==> config.mk <==
export PLATFORM = sky130hd
export DESIGN_NAME = rd_stage
export DESIGN_NICKNAME = d
export VERILOG_FILES = /design/src/rtl/rd_pkg.sv /design/src/rtl/rd_stage.sv
export SDC_FILE = /design/constraint.sdc
export NUM_CORES = 1
export LEC_CHECK = 0
export CAP_MARGIN = 5
export CORE_MARGIN = 1.5
export CORE_UTILIZATION = 50
export CTS_BUF_LIST = sky130_fd_sc_hd__clkbuf_8 sky130_fd_sc_hd__clkbuf_16
export DETAILED_ROUTE_END_ITERATION = 10
export DONT_BUFFER_PORTS = 1
export GPL_TIMING_DRIVEN = 0
export HOLD_SLACK_MARGIN = 0.15
export PLACE_DENSITY = 0.76
export REMOVE_ABC_BUFFERS = 1
export SLEW_MARGIN = 25
export SYNTH_ARGS = -nofsm -noshare
export SYNTH_HDL_FRONTEND = slang
export SYNTH_SLANG_ARGS = --single-unit
==> constraint.sdc <==
create_clock -name clk -period 3.3 [get_ports clk]
set_input_delay 0.33 -clock clk [delete_from_list [all_inputs] [get_ports clk]]
set_output_delay 0.33 -clock clk [all_outputs]
set_load 0.02 [all_outputs]
==> src/rtl/rd_pkg.sv <==
// Shared constants for the pipelined restoring divider.
// No dependencies; imported by rd_stage and restoring_divider.
package rd_pkg;

  // Default operand width of the division datapath.
  localparam int unsigned RD_WIDTH_DEF = 32;

  // Width of every numeric field on the stream ports.
  localparam int unsigned FIELD_W = 32;

  // Stream payload widths: two 32-bit fields per channel, already byte aligned.
  localparam int unsigned IN_TDATA_W  = 2 * FIELD_W;
  localparam int unsigned OUT_TDATA_W = 2 * FIELD_W;
  localparam int unsigned OUT_TUSER_W = 1;

endpackage : rd_pkg

==> src/rtl/rd_stage.sv <==
// One restoring-division round as a pipeline register stage.
// Depends on rd_pkg (only the shared default width); instantiated by restoring_divider.
module rd_stage
  import rd_pkg::*;
#(
  parameter int unsigned WIDTH = RD_WIDTH_DEF
) (
  input  logic             clk,
  input  logic             rst_n,
  input  logic             adv,      // advance the whole pipe
  input  logic             valid_i,
  input  logic [WIDTH-1:0] acc_i,    // partial remainder
  input  logic [WIDTH-1:0] q_i,      // dividend bits still to shift in, quotient bits so far
  input  logic [WIDTH-1:0] m_i,      // divisor
  output logic             valid_o,
  output logic [WIDTH-1:0] acc_o,
  output logic [WIDTH-1:0] q_o,
  output logic [WIDTH-1:0] m_o
);

  logic             valid_r;
  logic [WIDTH-1:0] acc_r, acc_nxt;
  logic [WIDTH-1:0] q_r, q_nxt;
  logic [WIDTH-1:0] m_r;

  logic [WIDTH:0]   shifted;
  logic [WIDTH:0]   diff;
  logic             ge;

  // Shift the next dividend bit in, trial-subtract, restore on borrow.
  always_comb begin
    shifted = {acc_i, q_i[WIDTH-1]};
    diff    = shifted - {1'b0, m_i};
    ge      = ~diff[WIDTH];
    acc_nxt = ge ? diff[WIDTH-1:0] : shifted[WIDTH-1:0];
    q_nxt   = {q_i[WIDTH-2:0], ge};
  end

  always_ff @(posedge clk) begin
    if (!rst_n) begin
      valid_r <= 1'b0;
    end else if (adv) begin
      valid_r <= valid_i;
    end
  end

  always_ff @(posedge clk) begin
    if (adv) begin
      acc_r <= acc_nxt;
      q_r   <= q_nxt;
      m_r   <= m_i;
    end
  end

  assign valid_o = valid_r;
  assign acc_o   = acc_r;
  assign q_o     = q_r;
  assign m_o     = m_r;

endmodule : rd_stage

==> results.toml, run 1 <==
[grt]
track_usage_pct = 21.6
grt_pass1_wl_um = 18900
global_route.overflow_total = 0
grt_pass1_vias = 3682
grt_max_degree = 97
grt_antenna_before_repair = 0

[layout]
layout.cells.most_common = "edfxtp_1"
share_of_final_layout_standard_cells_stronger_than_drive_strength_1_pct = 10.2
syn2layout_area_growth_pct = 19.1
design.final.nets = 646
antenna_cells_inserted = 0
fillCellCount = 837
leading_cell_types_in_the_layout_fill_and_taps_excluded = "edfxtp_1 (96), dlygate4sd3_1 (66), inv_1 (40)"
postLayoutCoreUtil_pct = 61.9
final_area_mm2 = 0.00645

[yosys]
synth.distinct_cells = 50
syn_area_mm2 = 0.00541
adder_cell_fraction_of_synth_area_pct = 7.77
yosys_warnings = 0
ys_dominant_reg_cell = "edfxtp_1"
synth-simple-area-share_pct = 9.57
synth_compound_area_share_pct = 12.6
synth_sequential_area_ratio_pct = 53.6
number_of_synthesized_register_bits = 97
synth_area_per_cell_um2 = 12.2
postSynth.asyncResetShare_pct = 0
count_of_flip_flops_with_a_built_in_enable_after_synthesis = 96
synth.mux.area_fraction_pct = 8.67
yosys.area_share.xor_xnor_pct = 3.72
syn-instance-count = 443
synth_top_family_by_area = "compound AO/OA/AOI/OAI gates"

[hold_path]
hold_start = "acc_i[29]"
hold_class = "in2reg"

[flow_run]
cap_viol_max_count = 0

[timing]
finClkSkew_ps = 0
timing.final.setup_violations = 0
final-hold-violation-count = 0
achievable-frequency_mhz = 334
timing_worst_slew_pin_value_ps = 564
finalHoldWorstSlack_ps = 169
slew_headroom_pct = 62.2
maxSlewViolCount = 0
grt_setup_unrepaired = "no"
min_period_over_period_pct = 90.6
fin_crit_ps = 2990

[die]
die-area_mm2 = 0.0115
floorplan.io_pins = 197
core_mm2 = 0.0104
floorplan.die.height_um = 107
initial_core_util_pct = 52.0
rows = 37
dieWidth_um = 107

[clocking]
cts_htree_levels = 3
ctsLongestPathBuffers = 2
root_buffer = "clkbuf_8"
cts_tree = "done"
cts.sinks = 97
clock_latency_ps = 360
clkTransAtPathRegs_ps = 100
cts_made_buffers = 9

[detailed_routing]
number_of_vias_after_detailed_routing = 3629
wl_met1_um = 5390
route.detailed.wl_per_inst_um = 18.8
dr.max_layer_used = "met4"
via_per_inst = 5.55
drt_wl_total_um = 12300
met2RoutedLength_um = 5930
wl_met3_um = 807
drt_pre_antenna_iters = 4
ant_nets = 0
post-route-drc-count = 0
drt_first_iter_violations = 228

[critical_path]
timing.critical_path.to_type = "register"
worst_setup_path_startpoint = "q_i[31]"
critical_path_class = "in2reg"
critical_path.slowest_cell = "fa_1"
critical_path_required_ps = 3420
cp_data_arrival_time_ps = 3110
crit_fanout = 14
worstSetupStartpointType = "input port"
cp_cell_sequence = "inv_1 -> ha_1 -> fa_1 -> nand2b_1 -> a21oi_1 -> o211ai_1 -> a21oi_1 -> o31a_2 -> mux2i_1 -> nor2_4 -> buf_16 -> buf_8 -> mux2_4"
cp_common_cell = "a21oi_1"
slowest_delay_ps = 420
worst_r2r_startpoint = "valid_o$_SDFFE_PN0P_"

[outcome]
run_status = "finished, final reports clean"

[placement]
place.port_buffers = 0
detailedPlacementHpwl_um = 8700
finalWeightedCongestion = 0.817
post_dp_cell_area_mm2 = 0.00556

[power_and_ir_drop]
total_leakage_power_nw = 2.65
power_density_mw_per_mm2 = 496
power.ir.vdd_worst_mv = 0.226
[final timing paths]
| path | endpoint | slack [ps] | cells past startpoint |
|---|---|---|---|
| max | acc_o[4]$_DFFE_PP_ | 310 | 13 |
| min | acc_o[30]$_DFFE_PP_ | 170 | 1 |
| max reg2reg | valid_o$_SDFFE_PN0P_ | 2040 | 3 |
| min reg2reg | valid_o$_SDFFE_PN0P_ | 1190 | 3 |
[cell type report]
cell class	count	area (um2)	area share [%]
flip-flops and latches	97	2900	45.0
multi-input cells	297	2300	35.7
repair buffers	70	738	11.5
well taps	136	170	2.64
inverters	38	143	2.21
clock buffers	9	124	1.92
clock inverters	7	70.1	1.09
[what timing repair did]
item / in CTS / in global routing
endpoints found under the setup margin: 2 / 12
resized for setup: 0 / 0
setup buffers: 0 / 1
hold buffers: 67 / 0
hold endpoints to repair: 160 / 0
pin swaps: 1 / 1
[per-layer routing]
layer,global-route usage [%],vias up
met2,35.9,133
met4,6.10,0
met1,27.4,1693
met5,0,-
met3,6.02,12
li1,-,1791
[sequential cells by signal, summed over array words and instances, names as in the netlist]
signal / count
acc_o: 32
m_o: 32
q_o: 32
valid_o: 1
[synthesized netlist by cell type (all sizes together) (6+ instances only)]
master	n	share of area [%]
a21oi	39	3.7
nand4	6	0.69
nand2	27	1.9
nor2b	6	0.69
xor2	10	1.6
a21o	18	2.5
ha	32	7.4
xnor2	13	2.1
mux2i	6	1.1
edfxtp	96	53
inv	38	2.6
nor2	19	1.4
o21ai	18	1.7
nand2b	8	0.92
nand3	10	0.92
mux2	28	7.6
clkbuf	6	0.44
o211ai	6	0.83
[where the power goes]
part	internal (mW)	total [mW]	leakage, nW	switching (mW)
clock network	0.351	0.779	0.0989	0.428
logic	0.352	0.681	1.60	0.329
registers	1.52	1.74	0.948	0.214
[stage by stage]
stage	TNS (ps)	std cells	total power, mW	setup slack [ps]
after floorplan	-14150	432	2.22	-521
after global placement	-42180	568	2.33	-1380
after detailed placement	-4420	570	2.36	-359
after CTS	0	653	3.22	5.68
after global routing	0	654	3.35	93.8
final	0	654	3.20	309
[worst max-delay path, delay by kind of cell]
family	cells	cell delay [ps]
AO/OA/AOI/OAI	4	880
adder cells (fa/ha/maj)	2	650
buffers and inverters	3	360
multiplexers	2	600
AND/OR/NAND/NOR	2	270
[cells by family after synthesis]
family,after synthesis
AOI/OAI and AO/OA,107
xor gates and xnor gates,23
adders and majority gates,33
buffers and inverters,49
DFF,97
muxes,34
and+or+nand+nor,100
Power figures use the tool's default switching activity.
==> inputs of run 2 (changes only) <==
--- a/config.mk
+++ b/config.mk
@@ -12,7 +12,6 @@
 export DETAILED_ROUTE_END_ITERATION = 10
 export DONT_BUFFER_PORTS = 1
 export GPL_TIMING_DRIVEN = 0
-export HOLD_SLACK_MARGIN = 0.15
 export PLACE_DENSITY = 0.76
 export REMOVE_ABC_BUFFERS = 1
 export SLEW_MARGIN = 25
==> constraint.sdc (replaced) <==
create_clock -name clk -period 3.6 [get_ports clk]
set_input_delay 0.36 -clock clk [delete_from_list [all_inputs] [get_ports clk]]
set_output_delay 0.36 -clock clk [all_outputs]
set_load 0.02 [all_outputs]
==> run 2 against run 1 <==
Against the previous run:
- hold slack got worse by 93 ps
- sequential power down 9%
- critical path depth unchanged
- routed wire length fell by 6.5%
- clock power down 8.1%
==> results.toml, run 2 (synthesized netlist as in run 1, its figures left out) <==
[outcome]
run_status = "finished, final reports clean"

[layout]
syn2layout_area_growth_pct = 6.24
antenna_cells_inserted = 0
final_area_mm2 = 0.00575
postLayoutCoreUtil_pct = 55.2
leading_cell_types_in_the_layout_fill_and_taps_excluded = "edfxtp_1 (96), inv_1 (40), a21oi_1 (38)"
fillCellCount = 877
design.final.nets = 578
share_of_final_layout_standard_cells_stronger_than_drive_strength_1_pct = 11.3
layout.cells.most_common = "edfxtp_1"

[timing]
tns_ps = 0
setup_ws_ps = 250
timing.final.setup_violations = 0
grt_setup_unrepaired = "no"
maxSlewViolCount = 0
achievable-frequency_mhz = 299
finClkSkew_ps = 0
final-hold-violation-count = 0
timing_worst_slew_pin_value_ps = 556
min_period_over_period_pct = 93.1
fin_crit_ps = 3350
slew_headroom_pct = 62.7

[detailed_routing]
ant_nets = 0
route.detailed.wl_per_inst_um = 19.6
number_of_vias_after_detailed_routing = 3355
post-route-drc-count = 0
drt_first_iter_violations = 249
drt_pre_antenna_iters = 4
drt_wl_total_um = 11500
via_per_inst = 5.73

[placement]
place.port_buffers = 0
pre_cts_setup_slack_ps = -89.2
detailedPlacementHpwl_um = 8700
post_dp_cell_area_mm2 = 0.00556
finalWeightedCongestion = 0.817

[critical_path]
crit_fanout = 14
critical_path_class = "in2reg"
timing.critical_path.to_type = "register"
critical_path_required_ps = 3730
worstSetupStartpointType = "input port"
cp_data_arrival_time_ps = 3480

[clocking]
cts_htree_levels = 3
root_buffer = "clkbuf_8"
clock_latency_ps = 370
cts_post_setup_buffers_inserted = 0
cts_tree = "done"
hold_buffers = 0
ctsLongestPathBuffers = 2
cts_made_buffers = 9
cts.sinks = 97
cts_resized = 0
clkTransAtPathRegs_ps = 100

[power_and_ir_drop]
post_layout_total_power_mw = 2.85
power_density_mw_per_mm2 = 495
total_leakage_power_nw = 2.35
power.ir.vdd_worst_mv = 0.193

[grt]
global_route.overflow_total = 0
grt_antenna_before_repair = 0
grt_max_degree = 98
grt_pass1_vias = 3327
track_usage_pct = 20.1
grt_pass1_wl_um = 17600

[flow_run]
cap_viol_max_count = 0

[die]
core_mm2 = 0.0104
initial_core_util_pct = 52.0
die-area_mm2 = 0.0115
dieWidth_um = 107
floorplan.die.height_um = 107
floorplan.io_pins = 197
rows = 37

[hold_path]
hold_class = "in2reg"
-- run 2: path summary, 6_finish.rpt --
kind | startpoint | end | slack [ps] | depth (start not counted)
max | q_i[31] | acc_o[2]$_DFFE_PP_ | 250 | 13
min | q_i[20] | q_o[21]$_DFFE_PP_ | 80 | 0
max reg2reg | valid_o$_SDFFE_PN0P_ | valid_o$_SDFFE_PN0P_ | 2890 | 2
min reg2reg | valid_o$_SDFFE_PN0P_ | valid_o$_SDFFE_PN0P_ | 620 | 2
-- run 2: power breakdown --
part           total [mW]  leakage, nW  switching (mW)  internal (mW)
registers            1.59        0.948           0.196           1.40
clock network       0.716       0.0989           0.395          0.322
logic               0.537         1.31           0.267          0.270
-- run 2: per-layer routing --
metal	global-route usage [%]	vias up	wire length, um	share of wire (%)
met5	0	-	0	0
met3	7.17	11	879	7.7
met4	6.00	0	159	1.4
li1	-	1654	-	-
met2	32.2	123	5370	47
met1	25.4	1567	5070	44
-- run 2: critical path, stage by stage --
cell      delay [ps]
inv_1             30
ha_1             240
fa_1             420
nand2b_1         180
a21oi_1          260
o211ai_1         190
a21oi_1          230
o31a_2           220
mux2i_1          120
nor2_4           450
buf_16           240
buf_8            170
mux2_2           340
-- run 2: area by class of cell --
cell class | instances | area, um2 | area share, %
tap | 136 | 170 | 2.96
inverter | 38 | 143 | 2.48
clock inverter | 7 | 70.1 | 1.22
sequential | 97 | 2900 | 50.5
clock buffer | 9 | 124 | 2.15
timing repair buffer | 2 | 42.5 | 0.740
multi-input combinational | 297 | 2300 | 40.0
-- run 2: stage by stage --
stage,cells,hold WS (ps)
6_report,586,76.0
3_3_place_gp,568,459
4_1_cts,586,58.2
5_1_grt,586,50.5
2_1_floorplan,432,459
3_5_place_dp,570,459
==> inputs of run 3 (changes only) <==
--- a/config.mk
+++ b/config.mk
@@ -5,6 +5,7 @@
 export SDC_FILE = /design/constraint.sdc
 export NUM_CORES = 1
 export LEC_CHECK = 0
+export ABC_AREA = 1
 export CAP_MARGIN = 5
 export CORE_MARGIN = 1.5
 export CORE_UTILIZATION = 50
==> run 3 against run 2 <==
Against the previous run:
- global-route usage grew 1.6 points
- hold slack better by 25 ps
- sequential power hardly changed
- area after synthesis rose by 14%
- die area rose by 14%
- via count rose by 38%
- clock power grew 28%
- critical path depth is 2 higher
- critical endpoint is now acc_o[18]$_DFFE_PP_
==> results.toml, run 3 <==
[timing]
grt_setup_unrepaired = "no"
timing_worst_slew_pin_value_ps = 378
tns_ps = 0
final-hold-violation-count = 0
achievable-frequency_mhz = 444
slew_headroom_pct = 74.8
maxSlewViolCount = 0
setup_ws_ps = 1350
finClkSkew_ps = 0
min_period_over_period_pct = 62.6
timing.final.setup_violations = 0
fin_crit_ps = 2250
finalHoldWorstSlack_ps = 101

[yosys]
ys_dominant_reg_cell = "edfxtp_1"
synth_top_cells_by_area = "edfxtp_1 (47%), nand2_1 (19%), inv_1 (9.3%)"
synth.distinct_cells = 32
synth.largest_area_cell = "edfxtp_1"
post-synth-top-count-cell = "nand2_1"
number_of_synthesized_register_bits = 97
postSynth.asyncResetShare_pct = 0
syn-instance-count = 783
synth_area_per_cell_um2 = 7.91
synth.top_cell.area_share_pct = 46.6
count_of_flip_flops_with_a_built_in_enable_after_synthesis = 96
yosys_warnings = 0
synth_sequential_area_ratio_pct = 46.9
syn_area_mm2 = 0.00619
netlist_top_cells_count = "nand2_1 (315), inv_1 (154), edfxtp_1 (96)"

[clocking]
cts_resized = 0
root_buffer = "clkbuf_16"
ctsLongestPathBuffers = 2
clock_latency_ps = 340
cts_htree_levels = 3
cts_post_setup_buffers_inserted = 0
cts.sinks = 97
cts_made_buffers = 9
cts_tree = "done"
clkTransAtPathRegs_ps = 80
hold_buffers = 0

[hold_path]
hold_class = "in2reg"

[layout]
antenna_cells_inserted = 0
leading_cell_types_in_the_layout_fill_and_taps_excluded = "nand2_1 (315), inv_1 (154), edfxtp_1 (96)"
multi_input_comb_area_mm2 = 0.00261
layout.cells.most_common = "nand2_1"
share_of_final_layout_standard_cells_stronger_than_drive_strength_1_pct = 6.94
postLayoutCoreUtil_pct = 54.8
fillCellCount = 1163
syn2layout_area_growth_pct = 6.71
sequential_cell_area_mm2 = 0.00290
design.final.nets = 921

[detailed_routing]
drt_wl_total_um = 13900
ant_nets = 0
via_per_inst = 4.81
drt_pre_antenna_iters = 6
number_of_vias_after_detailed_routing = 4623
route.detailed.wl_per_inst_um = 14.4
drt_first_iter_violations = 292
post-route-drc-count = 0

[outcome]
run_status = "finished, final reports clean"

[critical_path]
cp_cell_sequence = "inv_1 -> ha_1 -> fa_1 -> inv_1 -> nand2_1 -> nand2_1 -> nand3_1 -> nand2_2 -> nand2_2 -> nand2_2 -> nand2_4 -> nand3_1 -> nand2_4 -> nand2_1 -> nand2_1"
worstSetupStartpointType = "input port"
critical_path_class = "in2reg"
cp_common_cell = "nand2_1"
crit_fanout = 32
critical_path.n_buffers_inverters = 2
cp_data_arrival_time_ps = 2350
timing.critical_path.to_type = "register"
category_of_cells_accounting_for_the_largest_share_of_critical_path_delay = "simple AND/OR/NAND/NOR gates"
critical_path_required_ps = 3690
critical_path.slowest_cell = "fa_1"
slowest_delay_ps = 410

[power_and_ir_drop]
power_density_mw_per_mm2 = 463
power.ir.vdd_worst_mv = 0.211
total_leakage_power_nw = 3.41
post_layout_total_power_mw = 3.06

[grt]
grt_max_degree = 99
grt_antenna_before_repair = 0
grt_pass1_wl_um = 21500
global_route.overflow_total = 0
grt_pass1_vias = 4328
track_usage_pct = 21.6

[die]
core_mm2 = 0.0121
initial_core_util_pct = 51.3
die-area_mm2 = 0.0131
floorplan.io_pins = 197
dieWidth_um = 114
floorplan.die.height_um = 114
rows = 40

[flow_run]
cap_viol_max_count = 0

[placement]
detailedPlacementHpwl_um = 11100
finalWeightedCongestion = 0.900
place.port_buffers = 0
pre_cts_setup_slack_ps = 969
[run 3: worst paths after layout]
path                   startpoint                   end  slack (ps)  depth (start not counted)
max                       q_i[31]   acc_o[18]$_DFFE_PP_        1350                         15
min                        m_i[1]      m_o[1]$_DFFE_PP_         100                          0
max reg2reg  valid_o$_SDFFE_PN0P_  valid_o$_SDFFE_PN0P_        2850                          2
min reg2reg  valid_o$_SDFFE_PN0P_  valid_o$_SDFFE_PN0P_         650                          2
[run 3: worst register-to-register path, stage by stage (launching register included)]
cell,delay (ps)
dfxtp_1,440
o21ai_0,130
a21oi_1,120
[run 3: cell type report]
type                    count  area share, %
clock inverters             7          0.909
clock buffers               9           3.41
well taps                 168           3.18
multi-input cells         520           39.5
inverters                 160           9.09
flip-flops and latches     97           43.9
[run 3: through the flow]
stage	cells	instance area, um2
final	961	6610
after global routing	961	6610
after CTS	961	6610
after detailed placement	945	6320
after global placement	945	6320
after floorplan	777	6110
[run 3: kinds of logic (layout without fill, tap and decap cells)]
logic type / after synthesis / count (layout) / share of synthesized area [%]
AOI/OAI and AO/OA: 34 / 34 / 3.27
adders and majority gates: 33 / 33 / 6.79
buffers and inverters: 166 / 176 / 11.0
xor gates and xnor gates: 15 / 15 / 2.12
and+or+nand+nor: 438 / 438 / 29.9
DFF: 97 / 97 / 46.9
[run 3: report_power, final]
group          internal (mW)  switching, mW  leakage [nW]
registers               1.39          0.183         0.946
logic                  0.187          0.373          2.33
clock network          0.482          0.437         0.138
[run 3: per-layer routing]
layer | vias up | share of wire [%] | routed length, um | track usage [%]
met5 | - | 0 | 0 | 0
met4 | 0 | 0.75 | 104 | 4.75
met3 | 7 | 6.4 | 880 | 6.14
met2 | 154 | 47 | 6540 | 35.9
met1 | 2023 | 46 | 6330 | 28.2
li1 | 2439 | - | - | -
